<file path="config.mk">
export PLATFORM = sky130hd
export DESIGN_NAME = lba_to_chs_read_splitter
export DESIGN_NICKNAME = d
export VERILOG_FILES = /design/src/hw/rtl/lcrs_pkg.sv /design/src/hw/rtl/lcrs_div.sv /design/src/hw/rtl/lba_to_chs_read_splitter.sv
export SDC_FILE = /design/constraint.sdc
export NUM_CORES = 1
export LEC_CHECK = 0
export BUFFER_PORTS_ARGS = -buffer_cell sky130_fd_sc_hd__buf_2
export CAP_MARGIN = 5
export CORE_AREA = 2 2 157 159
export DETAILED_ROUTE_END_ITERATION = 10
export DIE_AREA = 0 0 159 161
export PLACE_DENSITY = 0.67
export SETUP_SLACK_MARGIN = 0.5
export SYNTH_ARGS = -nofsm -noshare
export SYNTH_HDL_FRONTEND = slang
export SYNTH_SLANG_ARGS = --single-unit
</file>
<file path="constraint.sdc">
create_clock -name clk -period 7.2 [get_ports clk]
set_input_delay 1.08 -clock clk [delete_from_list [all_inputs] [get_ports clk]]
set_output_delay 1.08 -clock clk [all_outputs]
set_load 0.03 [all_outputs]
</file>
<file path="src/hw/rtl/lcrs_pkg.sv">
// shared types and constants of the lba to chs read splitter
// no dependencies
package lcrs_pkg;

  localparam int unsigned CHUNK_SECTORS       = 8;
  localparam int unsigned BIOS_CHUNK_LIMIT    = 7'h7f;
  localparam int unsigned MAX_REQUEST_SECTORS = 64;
  localparam int unsigned CHUNK_MAX           =
    (CHUNK_SECTORS < BIOS_CHUNK_LIMIT) ? CHUNK_SECTORS : BIOS_CHUNK_LIMIT;

  localparam int unsigned BLOCK_W = 32;
  localparam int unsigned SPT_W   = 6;
  localparam int unsigned HEADS_W = 9;
  localparam int unsigned CYLS_W  = 11;
  localparam int unsigned TOTAL_W = 7;
  localparam int unsigned CYL_W   = 10;
  localparam int unsigned HEAD_W  = 8;
  localparam int unsigned SECT_W  = 6;
  localparam int unsigned CNT_W   = 4;
  localparam int unsigned DVS_W   = 9;

  localparam logic [1:0] REG_SPT   = 2'd0;
  localparam logic [1:0] REG_HEADS = 2'd1;
  localparam logic [1:0] REG_CYLS  = 2'd2;

  localparam logic [SPT_W-1:0]   SPT_RESET   = 6'd63;
  localparam logic [HEADS_W-1:0] HEADS_RESET = 9'd16;
  localparam logic [CYLS_W-1:0]  CYLS_RESET  = 11'd1024;
  localparam logic [HEADS_W-1:0] HEADS_MAX   = 9'd256;
  localparam logic [CYLS_W-1:0]  CYLS_MAX    = 11'd1024;

  localparam logic [0:0] STATUS_OK      = 1'b0;
  localparam logic [0:0] STATUS_CYL_ERR = 1'b1;

  typedef enum logic [3:0] {
    ST_IDLE = 4'b0001,
    ST_DIV1 = 4'b0010,
    ST_DIV2 = 4'b0100,
    ST_EMIT = 4'b1000
  } state_t;

endpackage

</file>
<file path="src/hw/rtl/lcrs_div.sv">
// serial restoring divider, one quotient bit per cycle, 32-bit dividend, 9-bit divisor
// depends on lcrs_pkg
module lcrs_div
  import lcrs_pkg::*;
(
  input  logic               clk,
  input  logic               rst,
  input  logic               start,
  input  logic [BLOCK_W-1:0] dividend,
  input  logic [DVS_W-1:0]   divisor,
  output logic               done,
  output logic [BLOCK_W-1:0] quotient,
  output logic [DVS_W-1:0]   remainder
);

  logic [BLOCK_W-1:0] dvd;
  logic [DVS_W-1:0]   dvs;
  logic [DVS_W-1:0]   rem;
  logic [4:0]         cnt;
  logic               running;

  logic [DVS_W:0]     rem_sh;
  logic               ge;
  logic [DVS_W:0]     rem_sub;

  assign rem_sh  = {rem, dvd[BLOCK_W-1]};
  assign ge      = rem_sh >= {1'b0, dvs};
  assign rem_sub = rem_sh - {1'b0, dvs};

  always_ff @(posedge clk) begin
    if (rst) begin
      running <= 1'b0;
      done    <= 1'b0;
      cnt     <= '0;
    end else begin
      done <= running && (cnt == 5'd31);
      if (start) begin
        running <= 1'b1;
        cnt     <= '0;
      end else if (running) begin
        cnt <= cnt + 5'd1;
        if (cnt == 5'd31) begin
          running <= 1'b0;
        end
      end
    end
  end

  always_ff @(posedge clk) begin
    if (start) begin
      dvd <= dividend;
      dvs <= divisor;
      rem <= '0;
    end else if (running) begin
      dvd <= {dvd[BLOCK_W-2:0], ge};
      rem <= ge ? rem_sub[DVS_W-1:0] : rem_sh[DVS_W-1:0];
    end
  end

  assign quotient  = dvd;
  assign remainder = rem;

endmodule

</file>
<file path="src/hw/rtl/lba_to_chs_read_splitter.sv">
// top level: splits a block read request into cylinder/head/sector chunk commands
// depends on lcrs_pkg and lcrs_div
//
// channel   dir  handshake            contents
// s_*       in   s_tvalid/s_tready    read request transaction
// m_*       out  m_tvalid/m_tready    chunk command transaction, tlast on final one
// cfg_*     in   cfg_valid/cfg_ready  geometry register write
//
// each chunk costs two passes of the shared serial divider plus control, and a stalled
// output holds the sequencer, so a new request is accepted only after the last chunk
// of the previous one has been issued; s_tready is high only between requests
// reset loads the default geometry, no clearing pass
// a stalled output holds in its register and the sequencer waits for it
module lba_to_chs_read_splitter
  import lcrs_pkg::*;
(
  input  logic        clk,
  input  logic        rst,
  input  logic        s_tvalid,
  output logic        s_tready,
  input  logic [39:0] s_tdata,   // start_block[31:0], sector_total[38:32]
  output logic        m_tvalid,
  input  logic        m_tready,
  output logic [31:0] m_tdata,   // cylinder[9:0], head[17:10], sector[23:18], chunk_sectors[27:24]
  output logic [0:0]  m_tuser,   // status[0]
  output logic        m_tlast,
  input  logic        cfg_valid,
  output logic        cfg_ready,
  input  logic [1:0]  cfg_index,
  input  logic [10:0] cfg_data
);

  state_t state;

  logic [SPT_W-1:0]   spt;
  logic [HEADS_W-1:0] heads;
  logic [CYLS_W-1:0]  cyls;

  logic [BLOCK_W-1:0] blk;
  logic [TOTAL_W-1:0] left;
  logic               empty;
  logic [SPT_W-1:0]   offs;
  logic [BLOCK_W-1:0] track;
  logic [HEAD_W-1:0]  head_r;
  logic               div_start;

  logic               div_done;
  logic [BLOCK_W-1:0] div_q;
  logic [DVS_W-1:0]   div_r;

  logic [SPT_W-1:0]   spt_eff;
  logic [HEADS_W-1:0] heads_eff;
  logic [CYLS_W-1:0]  cyls_eff;
  logic [TOTAL_W-1:0] req_total;
  logic [SPT_W-1:0]   room;
  logic [TOTAL_W-1:0] n_a;
  logic [TOTAL_W-1:0] n;
  logic               cyl_err;
  logic               out_free;
  logic               s_acc;

  assign spt_eff   = (spt == '0) ? SPT_W'(1) : spt;
  assign heads_eff = (heads == '0) ? HEADS_W'(1) : ((heads > HEADS_MAX) ? HEADS_MAX : heads);
  assign cyls_eff  = (cyls > CYLS_MAX) ? CYLS_MAX : cyls;
  assign req_total = (s_tdata[38:32] > TOTAL_W'(MAX_REQUEST_SECTORS))
                     ? TOTAL_W'(MAX_REQUEST_SECTORS) : s_tdata[38:32];

  assign room    = spt_eff - offs;
  assign n_a     = (left > TOTAL_W'(CHUNK_MAX)) ? TOTAL_W'(CHUNK_MAX) : left;
  assign n       = (n_a > {1'b0, room}) ? {1'b0, room} : n_a;
  assign cyl_err = div_q >= {{(BLOCK_W-CYLS_W){1'b0}}, cyls_eff};

  assign s_tready  = (state == ST_IDLE);
  assign s_acc     = s_tvalid && s_tready;
  assign cfg_ready = 1'b1;
  assign out_free  = !m_tvalid || m_tready;

  lcrs_div u_div (
    .clk       (clk),
    .rst       (rst),
    .start     (div_start),
    .dividend  ((state == ST_DIV1) ? blk : track),
    .divisor   ((state == ST_DIV1) ? {{(DVS_W-SPT_W){1'b0}}, spt_eff} : heads_eff),
    .done      (div_done),
    .quotient  (div_q),
    .remainder (div_r)
  );

  always_ff @(posedge clk) begin
    if (rst) begin
      spt   <= SPT_RESET;
      heads <= HEADS_RESET;
      cyls  <= CYLS_RESET;
    end else if (cfg_valid && cfg_ready) begin
      case (cfg_index)
        REG_SPT:   spt   <= cfg_data[SPT_W-1:0];
        REG_HEADS: heads <= cfg_data[HEADS_W-1:0];
        REG_CYLS:  cyls  <= cfg_data;
        default:   ;
      endcase
    end
  end

  always_ff @(posedge clk) begin
    if (rst) begin
      state     <= ST_IDLE;
      div_start <= 1'b0;
      m_tvalid  <= 1'b0;
      blk       <= '0;
      left      <= '0;
      empty     <= 1'b0;
    end else begin
      div_start <= (s_acc && (req_total != '0)) ||
                   ((state == ST_DIV1) && div_done) ||
                   ((state == ST_EMIT) && out_free && !empty && !cyl_err && (left != n));
      if (m_tvalid && m_tready && (state != ST_EMIT)) begin
        m_tvalid <= 1'b0;
      end
      case (state)
        ST_IDLE: begin
          if (s_acc) begin
            blk   <= s_tdata[31:0];
            left  <= req_total;
            empty <= (req_total == '0);
            if (req_total == '0) begin
              state <= ST_EMIT;
            end else begin
              state <= ST_DIV1;
            end
          end
        end
        ST_DIV1: begin
          if (div_done) begin
            state <= ST_DIV2;
          end
        end
        ST_DIV2: begin
          if (div_done) begin
            state <= ST_EMIT;
          end
        end
        ST_EMIT: begin
          if (out_free) begin
            m_tvalid <= 1'b1;
            if (empty || cyl_err) begin
              left  <= '0;
              state <= ST_IDLE;
            end else begin
              blk  <= blk + {{(BLOCK_W-TOTAL_W){1'b0}}, n};
              left <= left - n;
              if (left == n) begin
                state <= ST_IDLE;
              end else begin
                state <= ST_DIV1;
              end
            end
          end
        end
        default: state <= ST_IDLE;
      endcase
    end
  end

  // operand capture from the divider
  always_ff @(posedge clk) begin
    if (state == ST_DIV1 && div_done) begin
      offs  <= div_r[SPT_W-1:0];
      track <= div_q;
    end
    if (state == ST_DIV2 && div_done) begin
      head_r <= div_r[HEAD_W-1:0];
    end
  end

  // output register
  always_ff @(posedge clk) begin
    if (state == ST_EMIT && out_free) begin
      if (empty) begin
        m_tdata <= '0;
        m_tuser <= STATUS_OK;
        m_tlast <= 1'b1;
      end else if (cyl_err) begin
        m_tdata <= '0;
        m_tuser <= STATUS_CYL_ERR;
        m_tlast <= 1'b1;
      end else begin
        m_tdata <= {4'b0, n[CNT_W-1:0], offs + SPT_W'(1), head_r, div_q[CYL_W-1:0]};
        m_tuser <= STATUS_OK;
        m_tlast <= (left == n);
      end
    end
  end

  a_empty_req: assert property (@(posedge clk) disable iff (rst)
    s_acc && (s_tdata[38:32] == '0) |=> (state == ST_EMIT) && empty)
    else $error("empty request did not go straight to emit");

  a_err_zero: assert property (@(posedge clk) disable iff (rst)
    m_tvalid && (m_tuser == STATUS_CYL_ERR) |-> m_tlast && (m_tdata == '0))
    else $error("error result not last or not zeroed");

  a_mid_chunk: assert property (@(posedge clk) disable iff (rst)
    m_tvalid && !m_tlast |-> (m_tdata[27:24] != '0) && (m_tuser == STATUS_OK))
    else $error("non-final chunk empty or flagged");

  a_div_state: assert property (@(posedge clk) disable iff (rst)
    div_done |-> (state == ST_DIV1) || (state == ST_DIV2))
    else $error("divider finished outside a divide state");

  a_emit_stall: assert property (@(posedge clk) disable iff (rst)
    (state == ST_EMIT) && !out_free |=> (state == ST_EMIT) && $stable(blk))
    else $error("sequencer moved on while output stalled");

endmodule

</file>
==> results of run 1 <==
-- per-layer routing --
metal | vias up | GRT usage [%] | share of wire [%]
met3 | 45 | 2.39 | 4.2
met5 | - | 0 | 0
li1 | 4116 | - | -
met2 | 206 | 33.0 | 49
met4 | 0 | 6.40 | 2.4
met1 | 3973 | 24.6 | 44
-- flip-flops by register name, summed over array words and instances, names as in the netlist, 4 cells and up --
signal,count
m_tdata,28
blk,32
head_r,8
u_div.quotient,32
offs,6
state,4
track,32
heads,9
cyls,11
u_div.remainder,9
u_div.dvs,9
left,7
spt,6
u_div.cnt,5
-- power by group through the flow --
| stage | Combinational, mW | Sequential, mW | Clock [mW] |
|---|---|---|---|
| after detailed placement | 1.08 | 1.67 | 0 |
| after global routing | 1.23 | 1.67 | 1.21 |
| final | 1.09 | 1.65 | 1.14 |
| after CTS | 1.09 | 1.65 | 1.16 |
| after floorplan | 0.897 | 1.58 | 0 |
| after global placement | 1.06 | 1.66 | 0 |
-- Yosys cell counts, types with 25 or more instances --
| cell | n |
|---|---|
| a21oi_1 | 55 |
| a31oi_1 | 40 |
| and2_1 | 29 |
| clkbuf_1 | 52 |
| dfxtp_1 | 88 |
| edfxtp_1 | 117 |
| ha_1 | 49 |
| inv_1 | 44 |
| nand2_1 | 145 |
| nand3_1 | 25 |
| nor2_1 | 120 |
| nor3_1 | 28 |
| o21ai_0 | 40 |
-- kinds of logic after synthesis --
family                     share of synthesized area [%]
and+or+nand+nor                                     19.5
AOI/OAI and AO/OA                                   15.5
DFF                                                 49.7
buffers and inverters                               4.31
adders and majority gates                           6.53
muxes                                               2.48
xor gates and xnor gates                            1.90
other                                             0.0707
-- final timing paths --
path                                    startpoint            endpoint
worst max register to register              spt[1]             blk[26]
worst min-delay path            u_div.remainder[8]  u_div.remainder[8]
worst max-delay path                        spt[1]             blk[26]
worst min register to register  u_div.remainder[8]  u_div.remainder[8]
-- worst max-delay path, delay by kind of cell (launching register included) --
kind,cells,cell delay [ns]
mux,1,0.36
buf+inv,3,0.30
fa+ha+maj,4,1.33
flops,1,0.44
simple gates,7,1.33
xor+xnor,1,0.16
compound gates,7,1.51
-- final cells by class --
type                    count  area, µm²  area share (%)
repair buffers             99        523            4.35
well taps                 324        405            3.37
flip-flops and latches    205       5280            43.8
inverters                  44        165            1.37
clock buffers              32        662            5.50
clock inverters            11       77.6           0.644
multi-input cells         793       4930            40.9
==> flow_metrics.py, run 1 <==
metrics = {
    "outcome": {
        "outcome": "completed",
    },
    "floorplan": {
        "die_area_um2": 25600,
        "start_util_pct": 44.3,
        "core_um2": 24000,
        "die_w_um": 159,
        "row_count": 57,
        "die_h_um": 161,
        "io_pins": 95,
    },
    "sta": {
        "clock.fmax_ghz": 0.180,
        "tns_ns": 0,
        "hold_violations": 0,
        "min_period_over_period_pct": 77.2,
        "tightest_slew_ns": 1.16,
        "worst_slack_ns": 1.64,
        "finalSetupViolCount": 0,
        "whs_ns": 0.468,
        "slew_violations": 0,
        "rsz0062_at_grt": "no",
        "maxSlewHeadroom_pct": 22.0,
        "fin_crit_ns": 5.56,
        "skew_ns": 0.0144,
    },
    "logic_synthesis": {
        "ys_seq_elements": 205,
        "synth_cells": 1103,
        "avgSynthCellArea_um2": 9.62,
        "synth_enable_flop_cells": 117,
        "ys_types": 68,
        "seq_area_frac_synth_pct": 49.7,
        "synth_area_um2": 10600,
        "ys_warn_count": 0,
        "async_flop_share_pct": 0,
        "yosysTopAreaCellShare_pct": 33.1,
        "synth_ff_type": "edfxtp_1",
        "ys_top_cells_by_area": "edfxtp_1 33%, dfxtp_1 17%, ha_1 5.8%",
        "yosysTopAreaCell": "edfxtp_1",
    },
    "clock_network": {
        "cts_root_buffer": "clkbuf_16",
        "clkTransAtPathRegs_ns": 0.06,
        "cts_buffers": 24,
        "cts.sinks": 205,
        "htreeDepth": 1,
        "cts_tree": "built",
        "clock_path_buffers": 3,
        "postCtsSetupBuffers": 0,
        "clk_latency_ns": 0.51,
        "cts_resized": 0,
        "cts_hold_buf": 0,
    },
    "placed_design": {
        "placed_cells": 1465,
        "dpl_cell_area_um2": 11300,
        "dpl.hpwl_um": 16800,
        "post-place-ws_ns": 1.64,
        "io_buffers": 88,
        "gp_congestion": 0.842,
    },
    "detailed_routing": {
        "drt-total-wl_um": 24700,
        "drc": 0,
        "avgViaCountPerCell": 5.53,
        "routed-via-count": 8340,
        "drt_first_iter_violations": 606,
        "avgRoutedWirePerCell_um": 16.4,
        "ant_nets": 0,
        "firstDrtPassIters": 5,
    },
    "power": {
        "swShare_pct": 33.6,
        "leakage_nw": 4.59,
        "power_density_nw_per_um2": 322,
        "p_sw_mw": 1.30,
        "ir_worst_vdd_v": 0.000158,
        "intPower_mw": 2.58,
        "pwr-share-clk_pct": 29.5,
        "seqPwrFrac_pct": 42.5,
        "fin_total_pwr_mw": 3.88,
        "comb_power_share_pct": 28.0,
    },
    "final_layout": {
        "antennaDiodeCount": 0,
        "final_cell_mix": "145 x nand2_1, 119 x nor2_1, 117 x edfxtp_1",
        "fin_area_um2": 12000,
        "area_delta_synth_final_pct": 13.4,
        "drive_gt1_share_pct": 13.0,
        "stdcell_count": 1508,
        "nets": 1278,
        "final_common_cell": "nand2_1",
        "n_fill_cell": 2255,
        "final_core_util_pct": 50.2,
    },
    "global_routing": {
        "antenna_found_initial": 0,
        "grt_pass1_vias": 7859,
        "grt.total_usage_pct": 19.0,
        "grt_pass1_wl_um": 40200,
        "grt_start_max_net_pins": 90,
        "grt-ovfl-total": 0,
    },
    "setup_path": {
        "max_stage_delay_ns": 0.49,
        "cp.arrival_ns": 5.97,
        "start_kind": "flip-flop",
        "worstSetupEndpointType": "flip-flop",
        "slowest_stage": "a21oi_1",
        "crit_chain": "nor3_1, a21oi_1, ha_1, inv_1, fa_1, a21o_1, a21oi_1, xnor2_1, inv_1, ha_1, nand4_1, o22ai_1, a21oi_1, mux2i_1, inv_1, fa_1, a21o_1, nand4_1, nand3_1, and4b_1, a31oi_1, nor2_1, nor4_1",
        "reg2reg_depth": 23,
        "path_class": "flip-flop to flip-flop",
        "worst_ep_required_time_ns": 7.62,
        "r2r_slack_ns": 1.64,
        "timing.critical_path.fanout_max": 11,
    },
    "run": {
        "cap_violations": 0,
    },
    "worst_hold_path": {
        "hp-class": "flip-flop to flip-flop",
        "min_path_cells": 2,
    },
}
Note: power is estimated with default switching activity, not from simulation.
==> run 2: changes to the inputs <==
clock period = 5.3 ns   (was 7.2 ns; I/O delays follow)
==> run 2 against run 1 <==
  * Sequential power up 35%
  * Cell count up 1.3%
  * Clock skew about the same
  * Setup slack worse by 1.0 ns
  * Global-route usage up 0.31 points
  * Clock power up 30%
  * Wire length up 2.9%
  * Utilization up 1.4 points
  * Sequential share of layout area down 1.1 points
  * Critical path type unchanged
  * Critical endpoint is now blk[23]
==> flow_metrics.py, run 2 (same netlist as run 1, synthesis figures left out) <==
metrics = {
    "outcome": {
        "outcome": "completed",
    },
    "clock_network": {
        "cts_tree": "built",
        "cts_root_buffer": "clkbuf_16",
        "cts.sinks": 205,
        "htreeDepth": 1,
        "clk_latency_ns": 0.50,
        "cts_buffers": 23,
        "clock_path_buffers": 3,
        "clkTransAtPathRegs_ns": 0.06,
    },
    "sta": {
        "skew_ns": 0.0145,
        "worst_slack_ns": 0.607,
        "maxSlewHeadroom_pct": 21.3,
        "tns_ns": 0,
        "fin_crit_ns": 4.69,
        "clock.fmax_ghz": 0.213,
        "min_period_over_period_pct": 88.6,
        "slew_violations": 0,
        "finalSetupViolCount": 0,
        "rsz0062_at_grt": "yes",
        "hold_violations": 0,
        "tightest_slew_ns": 1.18,
    },
    "global_routing": {
        "antenna_found_initial": 0,
        "grt.total_usage_pct": 19.3,
        "grt_start_max_net_pins": 90,
        "grt-ovfl-total": 0,
        "grt_pass1_vias": 7947,
        "grt_pass1_wl_um": 40500,
    },
    "power": {
        "seqPwrFrac_pct": 42.3,
        "fin_total_pwr_mw": 5.29,
        "pwr-share-clk_pct": 27.9,
        "swShare_pct": 33.7,
        "p_sw_mw": 1.78,
        "power_density_nw_per_um2": 427,
        "leakage_nw": 4.67,
        "ir_worst_vdd_v": 0.000244,
        "intPower_mw": 3.50,
        "comb_power_share_pct": 29.8,
    },
    "placed_design": {
        "placed_cells": 1472,
        "post-place-ws_ns": 0.145,
        "io_buffers": 88,
        "gp_congestion": 0.856,
        "dpl.hpwl_um": 17400,
    },
    "final_layout": {
        "drive_gt1_share_pct": 17.3,
        "n_fill_cell": 2223,
        "final_core_util_pct": 51.6,
        "final-seq-area_um2": 5290,
        "nets": 1298,
        "final_common_cell": "nand2_1",
        "final_cell_mix": "145 x nand2_1, 118 x nor2_1, 117 x edfxtp_1",
        "antennaDiodeCount": 0,
        "multi_input_area_um2": 5100,
        "area_delta_synth_final_pct": 16.5,
        "stdcell_count": 1527,
    },
    "setup_path": {
        "path_class": "flip-flop to flip-flop",
        "cp.arrival_ns": 5.09,
        "cpLargestDelayFamily": "compound AO/OA/AOI/OAI gates",
        "start_kind": "flip-flop",
        "max_stage_delay_ns": 0.37,
        "worstSetupEndpointType": "flip-flop",
        "worst_ep_required_time_ns": 5.70,
        "critPathBufInv": 6,
        "slowest_stage": "dfxtp_4",
        "timing.critical_path.fanout_max": 7,
    },
    "detailed_routing": {
        "drt-total-wl_um": 25400,
        "drt_first_iter_violations": 558,
        "avgRoutedWirePerCell_um": 16.7,
        "avgViaCountPerCell": 5.49,
        "ant_nets": 0,
        "drc": 0,
        "firstDrtPassIters": 5,
        "routed-via-count": 8378,
    },
    "floorplan": {
        "core_um2": 24000,
        "die_w_um": 159,
        "start_util_pct": 44.3,
        "die_h_um": 161,
        "die_area_um2": 25600,
        "row_count": 57,
        "io_pins": 95,
    },
    "run": {
        "cap_violations": 0,
    },
    "worst_hold_path": {
        "hp-class": "flip-flop to flip-flop",
    },
}
## run 2: cell count changes in the layout (fill, tap and decap cells not counted), moves of 5 or more
cell | before | now
a21oi_1 | 55 | 50
clkinv_2 | 8 | 3
buf_4 | 11 | 27
ha_1 | 49 | 43
## run 2: final cells by class
class	instances	share of cell area (%)
tap	324	3.28
inverter	44	1.34
clock buffer	33	5.04
multi-input combinational	793	41.3
sequential	205	42.8
clock inverter	8	0.516
timing repair buffer	120	5.80
## run 2: tightest hold or removal path, stage by stage (launching register included)
cell and delay (ns):
dfxtp_1 0.32, nand2_1 0.06, a21oi_1 0.05
## run 2: power groups by stage
stage	registers (mW)	logic, mW	clock network (mW)
5_1_grt	2.27	1.77	1.57
3_3_place_gp	2.26	1.46	0
3_5_place_dp	2.27	1.49	0
6_report	2.23	1.58	1.48
4_1_cts	2.23	1.51	1.51
2_1_floorplan	2.14	1.22	0
## run 2: final timing paths
| path | startpoint | endpoint | slack, ns | cells after the start |
|---|---|---|---|---|
| max | spt[3] | blk[23] | 0.61 | 25 |
| min | u_div.remainder[8] | u_div.remainder[8] | 0.48 | 2 |
| max reg2reg | spt[3] | blk[23] | 0.61 | 25 |
| min reg2reg | u_div.remainder[8] | u_div.remainder[8] | 0.48 | 2 |
## run 2: stage by stage
step                hold slack, ns  cell area [µm²]
floorplan                    0.441            10600
global placement             0.460            11300
detailed placement           0.470            11300
CTS                          0.479            12100
global route                 0.500            12400
finish                       0.478            12400
## run 2: timing repair
item	in CTS	in global routing
gates resized for setup	13	40
pin swaps	1	30
endpoints found under the setup margin	27	27
setup buffers	3	11
hold buffers	0	0
## run 2: per-layer routing
layer | vias up | part of all wire [%] | wire [µm] | GRT usage [%]
met3 | 32 | 4.2 | 1060 | 2.49
met2 | 207 | 50 | 12600 | 33.9
met4 | 0 | 1.9 | 481 | 4.96
met1 | 3972 | 44 | 11300 | 25.3
li1 | 4167 | - | - | -
met5 | - | 0 | 0 | 0
